**config.mk**
```make
export PLATFORM = sky130hd
export DESIGN_NAME = software_timer_bank
export DESIGN_NICKNAME = d
export VERILOG_FILES = /design/src/sv/stb_pkg.sv /design/src/sv/software_timer_bank.sv /design/src/sv/stb_cell.sv /design/src/sv/stb_head.sv
export SDC_FILE = /design/constraint.sdc
export NUM_CORES = 2
export LEC_CHECK = 0
export BUFFER_PORTS_ARGS = -buffer_cell sky130_fd_sc_hd__buf_4
export CAP_MARGIN = 20
export CORE_MARGIN = 4
export CORE_UTILIZATION = 63
export DETAILED_ROUTE_END_ITERATION = 6
export PLACE_DENSITY = 0.83
export SLEW_MARGIN = 15
export SYNTH_ARGS = -nofsm -noshare
export SYNTH_HDL_FRONTEND = slang
export SYNTH_SLANG_ARGS = --single-unit
```
**constraint.sdc**
```tcl
create_clock -name clk -period 5.7 [get_ports clk]
set_input_delay 1.71 -clock clk [delete_from_list [all_inputs] [get_ports clk]]
set_output_delay 1.71 -clock clk [all_outputs]
set_load 0.005 [all_outputs]
```
**src/sv/stb_pkg.sv**
```systemverilog
// ----------------------------------------------------------------------------
// Software timer bank package
// Shared constants, codes and request, result and control types.
// ----------------------------------------------------------------------------
package stb_pkg;

  localparam int NUM_TIMERS  = 16;
  localparam int COUNT_WIDTH = 32;
  localparam int IDX_W       = $clog2(NUM_TIMERS);

  typedef logic [COUNT_WIDTH-1:0] count_t;

  localparam count_t T_NEVER    = '1;
  localparam count_t T_INFINITE = T_NEVER - count_t'(1);

  localparam logic [1:0] ACT_ARM    = 2'd0;
  localparam logic [1:0] ACT_DISARM = 2'd1;
  localparam logic [1:0] ACT_TICK   = 2'd2;
  localparam logic [1:0] ACT_QUERY  = 2'd3;

  localparam logic [2:0] K_ARMED    = 3'd0;
  localparam logic [2:0] K_DISARMED = 3'd1;
  localparam logic [2:0] K_EXPIRED  = 3'd2;
  localparam logic [2:0] K_NONE     = 3'd3;
  localparam logic [2:0] K_ERROR    = 3'd4;
  localparam logic [2:0] K_QUERY    = 3'd5;

  typedef struct packed {
    logic [1:0]  action;
    logic [3:0]  timer_id;
    logic [31:0] amount;
  } req_t;

  typedef struct packed {
    logic [2:0]  kind;
    logic [3:0]  which_timer;
    logic [31:0] overshoot;
    logic        is_armed;
    logic        last;
  } res_t;

  typedef struct packed {
    logic   shift;
    logic   wr;
    count_t wr_value;
  } cell_ctl_t;

  typedef struct packed {
    logic        expire;
    count_t      next_count;
    logic [31:0] overshoot;
  } head_t;

endpackage

```
**src/sv/software_timer_bank.sv**
```systemverilog
// ----------------------------------------------------------------------------
// Software timer bank
// Sixteen one-shot timers held in a ring of cells with one tick unit.
//
//   channel  | handshake             | payload
//   ---------+-----------------------+-------------------
//   request  | start, busy           | request (req_t)
//   result   | result_valid (strobe) | result (res_t)
//
// Arm, disarm and query answer in the cycle after acceptance and may follow
// back to back. A tick rotates the ring once, one timer per cycle through
// the tick unit, then flushes the final result; the bank stays busy and
// takes no request until the flush is done. Reset disarms every timer at once.
// Results are never stalled; each strobe lasts one cycle.
// ----------------------------------------------------------------------------
module software_timer_bank import stb_pkg::*; (
  input  logic clk,
  input  logic rst,
  input  logic start,
  output logic busy,
  input  req_t request,
  output logic result_valid,
  output res_t result
);

  typedef enum logic [2:0] {
    ST_IDLE  = 3'b001,
    ST_TICK  = 3'b010,
    ST_FLUSH = 3'b100
  } state_t;

  state_t      state, state_next;
  logic [IDX_W-1:0] cnt, cnt_next;
  logic [31:0] delta, delta_next;
  logic        pend, pend_next;
  res_t        pend_res, pend_res_next;
  logic        result_valid_next;
  res_t        result_next;

  cell_ctl_t   ctl [NUM_TIMERS];
  count_t      cell_val [NUM_TIMERS];
  head_t       head;

  logic        accept;
  logic        id_ok;
  count_t      sel;
  count_t      arm_value;

  assign busy   = (state != ST_IDLE);
  assign accept = start && !busy;
  assign id_ok  = (32'(request.timer_id) < NUM_TIMERS);
  assign sel    = cell_val[IDX_W'(request.timer_id)];
  assign arm_value = (count_t'(request.amount) > T_INFINITE) ?
                     T_INFINITE : count_t'(request.amount);

  genvar g;
  generate
    for (g = 0; g < NUM_TIMERS; g++) begin : g_cell
      count_t sin;
      if (g == NUM_TIMERS - 1) begin : g_tail
        assign sin = head.next_count;
      end else begin : g_body
        assign sin = cell_val[g+1];
      end
      stb_cell u_cell (
        .clk      (clk),
        .rst      (rst),
        .ctl      (ctl[g]),
        .shift_in (sin),
        .value    (cell_val[g])
      );
    end
  endgenerate

  stb_head u_head (
    .count (cell_val[0]),
    .delta (delta),
    .res   (head)
  );

  always_comb begin
    state_next        = state;
    cnt_next          = cnt;
    delta_next        = delta;
    pend_next         = pend;
    pend_res_next     = pend_res;
    result_valid_next = 1'b0;
    result_next       = '0;
    for (int i = 0; i < NUM_TIMERS; i++) begin
      ctl[i] = '{shift: 1'b0, wr: 1'b0, wr_value: T_NEVER};
    end
    unique case (state)
      ST_IDLE: begin
        if (accept) begin
          result_next.which_timer = request.timer_id;
          result_next.last        = 1'b1;
          unique case (request.action)
            ACT_ARM: begin
              result_valid_next = 1'b1;
              if (id_ok && sel == T_NEVER) begin
                result_next.kind = K_ARMED;
                ctl[IDX_W'(request.timer_id)].wr       = 1'b1;
                ctl[IDX_W'(request.timer_id)].wr_value = arm_value;
              end else begin
                result_next.kind = K_ERROR;
              end
            end
            ACT_DISARM: begin
              result_valid_next = 1'b1;
              result_next.kind  = K_DISARMED;
              if (id_ok) begin
                ctl[IDX_W'(request.timer_id)].wr = 1'b1;
              end
            end
            ACT_QUERY: begin
              result_valid_next    = 1'b1;
              result_next.kind     = K_QUERY;
              result_next.is_armed = id_ok && (sel != T_NEVER);
            end
            ACT_TICK: begin
              result_next = '0;
              delta_next  = request.amount;
              cnt_next    = '0;
              pend_next   = 1'b0;
              state_next  = ST_TICK;
            end
            default: ;
          endcase
        end
      end
      ST_TICK: begin
        for (int i = 0; i < NUM_TIMERS; i++) begin
          ctl[i].shift = 1'b1;
        end
        if (head.expire) begin
          if (pend) begin
            result_valid_next = 1'b1;
            result_next       = pend_res;
          end
          pend_next                 = 1'b1;
          pend_res_next.kind        = K_EXPIRED;
          pend_res_next.which_timer = 4'(cnt);
          pend_res_next.overshoot   = head.overshoot;
          pend_res_next.is_armed    = 1'b0;
          pend_res_next.last        = 1'b0;
        end
        cnt_next = cnt + IDX_W'(1);
        if (cnt == IDX_W'(NUM_TIMERS - 1)) begin
          state_next = ST_FLUSH;
        end
      end
      ST_FLUSH: begin
        result_valid_next = 1'b1;
        if (pend) begin
          result_next = pend_res;
        end else begin
          result_next.kind = K_NONE;
        end
        result_next.last = 1'b1;
        pend_next        = 1'b0;
        state_next       = ST_IDLE;
      end
      default: state_next = ST_IDLE;
    endcase
  end

  always_ff @(posedge clk) begin
    if (rst) begin
      state        <= ST_IDLE;
      cnt          <= '0;
      pend         <= 1'b0;
      result_valid <= 1'b0;
    end else begin
      state        <= state_next;
      cnt          <= cnt_next;
      pend         <= pend_next;
      result_valid <= result_valid_next;
    end
  end

  always_ff @(posedge clk) begin
    delta    <= delta_next;
    pend_res <= pend_res_next;
    result   <= result_next;
  end

  a_cmd_answers: assert property (@(posedge clk) disable iff (rst)
    (accept && request.action != ACT_TICK) |=> (result_valid && result.last && !busy))
    else $error("command did not answer in the next cycle");

  a_tick_busy: assert property (@(posedge clk) disable iff (rst)
    (accept && request.action == ACT_TICK) |=> (busy && !result_valid))
    else $error("tick did not start a walk");

  a_flush_last: assert property (@(posedge clk) disable iff (rst)
    (state == ST_FLUSH) |=> (result_valid && result.last && !busy))
    else $error("tick walk did not close with a final result");

  a_armed_query: assert property (@(posedge clk) disable iff (rst)
    (result_valid && result.is_armed) |-> (result.kind == K_QUERY))
    else $error("armed flag set outside a query answer");

endmodule

```
**src/sv/stb_cell.sv**
```systemverilog
// ----------------------------------------------------------------------------
// Timer cell
// Holds one remaining count; loads from its neighbor on a shift or takes a
// direct write.
// ----------------------------------------------------------------------------
module stb_cell import stb_pkg::*; (
  input  logic      clk,
  input  logic      rst,
  input  cell_ctl_t ctl,
  input  count_t    shift_in,
  output count_t    value
);

  always_ff @(posedge clk) begin
    if (rst) begin
      value <= T_NEVER;
    end else if (ctl.shift) begin
      value <= shift_in;
    end else if (ctl.wr) begin
      value <= ctl.wr_value;
    end
  end

endmodule

```
**src/sv/stb_head.sv**
```systemverilog
// ----------------------------------------------------------------------------
// Tick head unit
// Applies an elapsed delta to the count leaving the front of the ring.
// ----------------------------------------------------------------------------
module stb_head import stb_pkg::*; (
  input  count_t      count,
  input  logic [31:0] delta,
  output head_t       res
);

  count_t d;

  assign d = count_t'(delta);

  always_comb begin
    res.expire     = 1'b0;
    res.next_count = count;
    res.overshoot  = '0;
    if (count != T_NEVER) begin
      if (count <= d) begin
        res.expire     = 1'b1;
        res.next_count = T_NEVER;
        res.overshoot  = 32'(d - count);
      end else if (count < T_INFINITE) begin
        res.next_count = count - d;
      end
    end
  end

endmodule
```
==> run metrics <==
CTS resizes=0; Root Buffer=clkbuf_16; arrival time worst endpoint=roughly 5.3 ns; most frequent cells after synthesis=nor2_1, dfxtp_1, inv_1; fillcell total=~3500; internal power=7.13 mW; clock sink total=630; Cell Area, Synth=between 0.02 and 0.03 mm2; setup TNS=0 ns; routability cong.=approximately 1.0; Yosys warnings=0; Tmin final=4.79 ns; reg2reg end=result[34]; chip height=223 um; met3 Usage GRT=between 10% and 20%; Power Total=9.44 mW; port bufs=83; total congestion overflow=0; Residual DRC=0; Worst R2R Setup Slack=~1.4 ns; status=finished clean; WHS Path Cells=1; relative slew slack=11.8%; final core utilization=a little under three quarters; number of hold buffers added after cts=0; Worst-Margin Slew=1.32 ns; post-synth cell types=72; GR Util met2=approximately three fifths; fmax=0.209 GHz; fin area=~0.032 mm2; CTS clk-pin slew, worst paths=around 0.070 ns; Bufs on Longest Clock Path=3; crit path kind=primary input to flip-flop; Final setup violation count=0; Yosys reg bits=between 600 and 700; Post-DP Area=roughly 0.03 mm2; Core Rows=roughly 80; maximum fanout along the worst path=32; Vias=approximately 28000; first-pass GRT wire length=160 mm; Syn Nets=approximately 3600; post-DR wirelength/cell=~26 um; Power Density=291 mW/mm2; R2R cell count=11; hold path start=pend_res[17]; Yosys top cell by area=dfxtp_1; Slew Limit Fails=0; H-tree depth=2; initial antenna violation count=2; share of post-route cells with drive strength above 1=around a tenth; Core Area=0.0455 mm2; WP data required=about 6.2 ns; Overall Global Routing Usage=between 40% and 50%; CTS tree=built; crit end category=flip-flop; Yosys top cell area share=roughly two fifths; Post-synth EDFFs=between 60 and 70; area occupied by multi-input gates=approximately 0.014 mm2; Final ANT Viol Nets=0; Worst Hold End=result[17]; synth top area cells=dfxtp_1, nor2_1, edfxtp_1, a211oi_1, a221oi_1; FF-to-FF Start=g_cell[0].u_cell.value[9]; Sw Ratio=roughly 24%; # IOs=84; Mapped Cells=3447; Post-CTS Setup Inserts=0; largest net degree at the start of global routing=between 60 and 70; DP Wirelength=76.4 mm; count leader, synth=nor2_1; drt pass-1 iters=6; power share of the sequential group=between 40% and 50%; synthesis-to-layout area growth=11.7%; vias in the first global route=~26000; fin crit share=84.0%; critical path launch point type=primary input; final WL=about 110 mm; Num CTS Buffers=60; Initial Util=between 60% and 70%; register area=about 0.013 mm2; total of max-cap violations=0; GRT busiest layer=met2; chip width=223 um; post-synthesis sequential area ratio=between 40% and 50%; ys async rst share=0%; Worst-Skew Late Latency=about 0.65 ns; Hold Fails Final Rpt=0; synthesized area per cell=~8.4 um2; vias per cell=roughly 6.8; Net Sw Power=2.30 mW; 1st-iter DRT viols=4144; clock share of power=a little under half; Logic pwr share=approximately 6.3%; maximum vdd drop=about 0.28 mV; DIE AREA=between 0.04 and 0.05 mm2; RSZ-0062 raised after global routing=false; Worst Skew=approximately 0.040 ns; met1 Use GR=a little under three fifths; nets=about 3500; top_reg_cell synth=dfxtp_1; leakage=around 14 nW; Hold Path Class=flip-flop to flip-flop
[sequential cells by signal, indices dropped and copies added, names as in the netlist]
register / count
g_cell.u_cell.value: 512
pend_res: 36
cnt: 4
pend: 1
result_valid: 1
delta: 32
result: 41
state: 3
[worst max-delay path, stage by stage]
cell and delay [ns]:
buf_4 0.25, buf_4 0.32, mux2i_1 0.55, o22ai_1 0.15
or4_1 0.44, nor3_2 0.24, a31oi_2 0.14, nor2_1 0.60
a41oi_2 0.22, buf_4 0.29, a221oi_1 0.37
[area by class of cell]
| type | count | area share [%] |
|---|---|---|
| Antenna cell | 1 | 0.00772 |
| Timing Repair Buffer | 169 | 4.28 |
| Multi-Input combinational cell | 2304 | 42.6 |
| Tap cell | 600 | 2.32 |
| Sequential cell | 630 | 41.0 |
| Clock buffer | 74 | 5.11 |
| Clock inverter | 39 | 1.51 |
| Inverter | 275 | 3.18 |
[cells by family after synthesis]
logic type	count (synthesis)	synth area share, %
muxes	12	0.595
DFF	630	45.8
xor gates and xnor gates	59	1.78
AOI/OAI and AO/OA	838	21.8
adders and majority gates	66	2.90
and+or+nand+nor	1329	20.1
buffers and inverters	513	7.03
[layout by cell type (no fill, tap or decap), types with 22 or more instances in the layout]
cell / n
a21o_1: 30
and2_1: 40
nand3_1: 22
nand2_1: 52
buf_4: 159
a221oi_1: 198
edfxtp_1: 68
o22ai_1: 49
a211oi_1: 264
a21oi_1: 130
xnor2_1: 34
nand4_1: 144
inv_1: 274
o21ai_0: 35
nor3_1: 34
clkbuf_16: 62
dfxtp_1: 562
nor2_1: 920
o21bai_1: 23
ha_1: 64
xor2_1: 25
[metrics by stage]
stage	setup WS (ns)	cells	hold slack (ns)
2_1_floorplan	1.11	3447	0.420
3_3_place_gp	0.501	3977	0.422
3_5_place_dp	0.420	3977	0.426
4_1_cts	1.03	4090	0.440
5_1_grt	0.859	4091	0.453
6_report	0.909	4092	0.438
[worst max-delay path by stage]
| stage | slack, ns | from | endpoint | cells after the start |
|---|---|---|---|---|
| finish | 0.91 | request[32] | g_cell[3].u_cell.value[6] | 11 |
| detailed placement | 0.42 | request[32] | g_cell[13].u_cell.value[2] | 12 |
| global placement | 0.50 | request[32] | g_cell[15].u_cell.value[30] | 11 |
| CTS | 1.03 | request[32] | g_cell[3].u_cell.value[6] | 11 |
| floorplan | 1.11 | request[32] | g_cell[15].u_cell.value[30] | 11 |
| global route | 0.86 | request[33] | g_cell[3].u_cell.value[6] | 12 |
[power by group through the flow]
stage	registers [mW]	logic, mW	clock network [mW]
final	4.51	0.592	4.34
after CTS	4.51	0.557	4.31
after global routing	4.51	0.598	4.49
after detailed placement	4.61	0.554	0
after floorplan	4.60	0.299	0
after global placement	4.61	0.549	0
[metal layers]
metal | part of all wire (%) | vias to the layer above
met2 | 42 | 1935
met3 | 13 | 458
li1 | - | 12300
met5 | 0.010 | -
met4 | 7.4 | 2
met1 | 37 | 13200
Power figures use the tool's default switching activity.
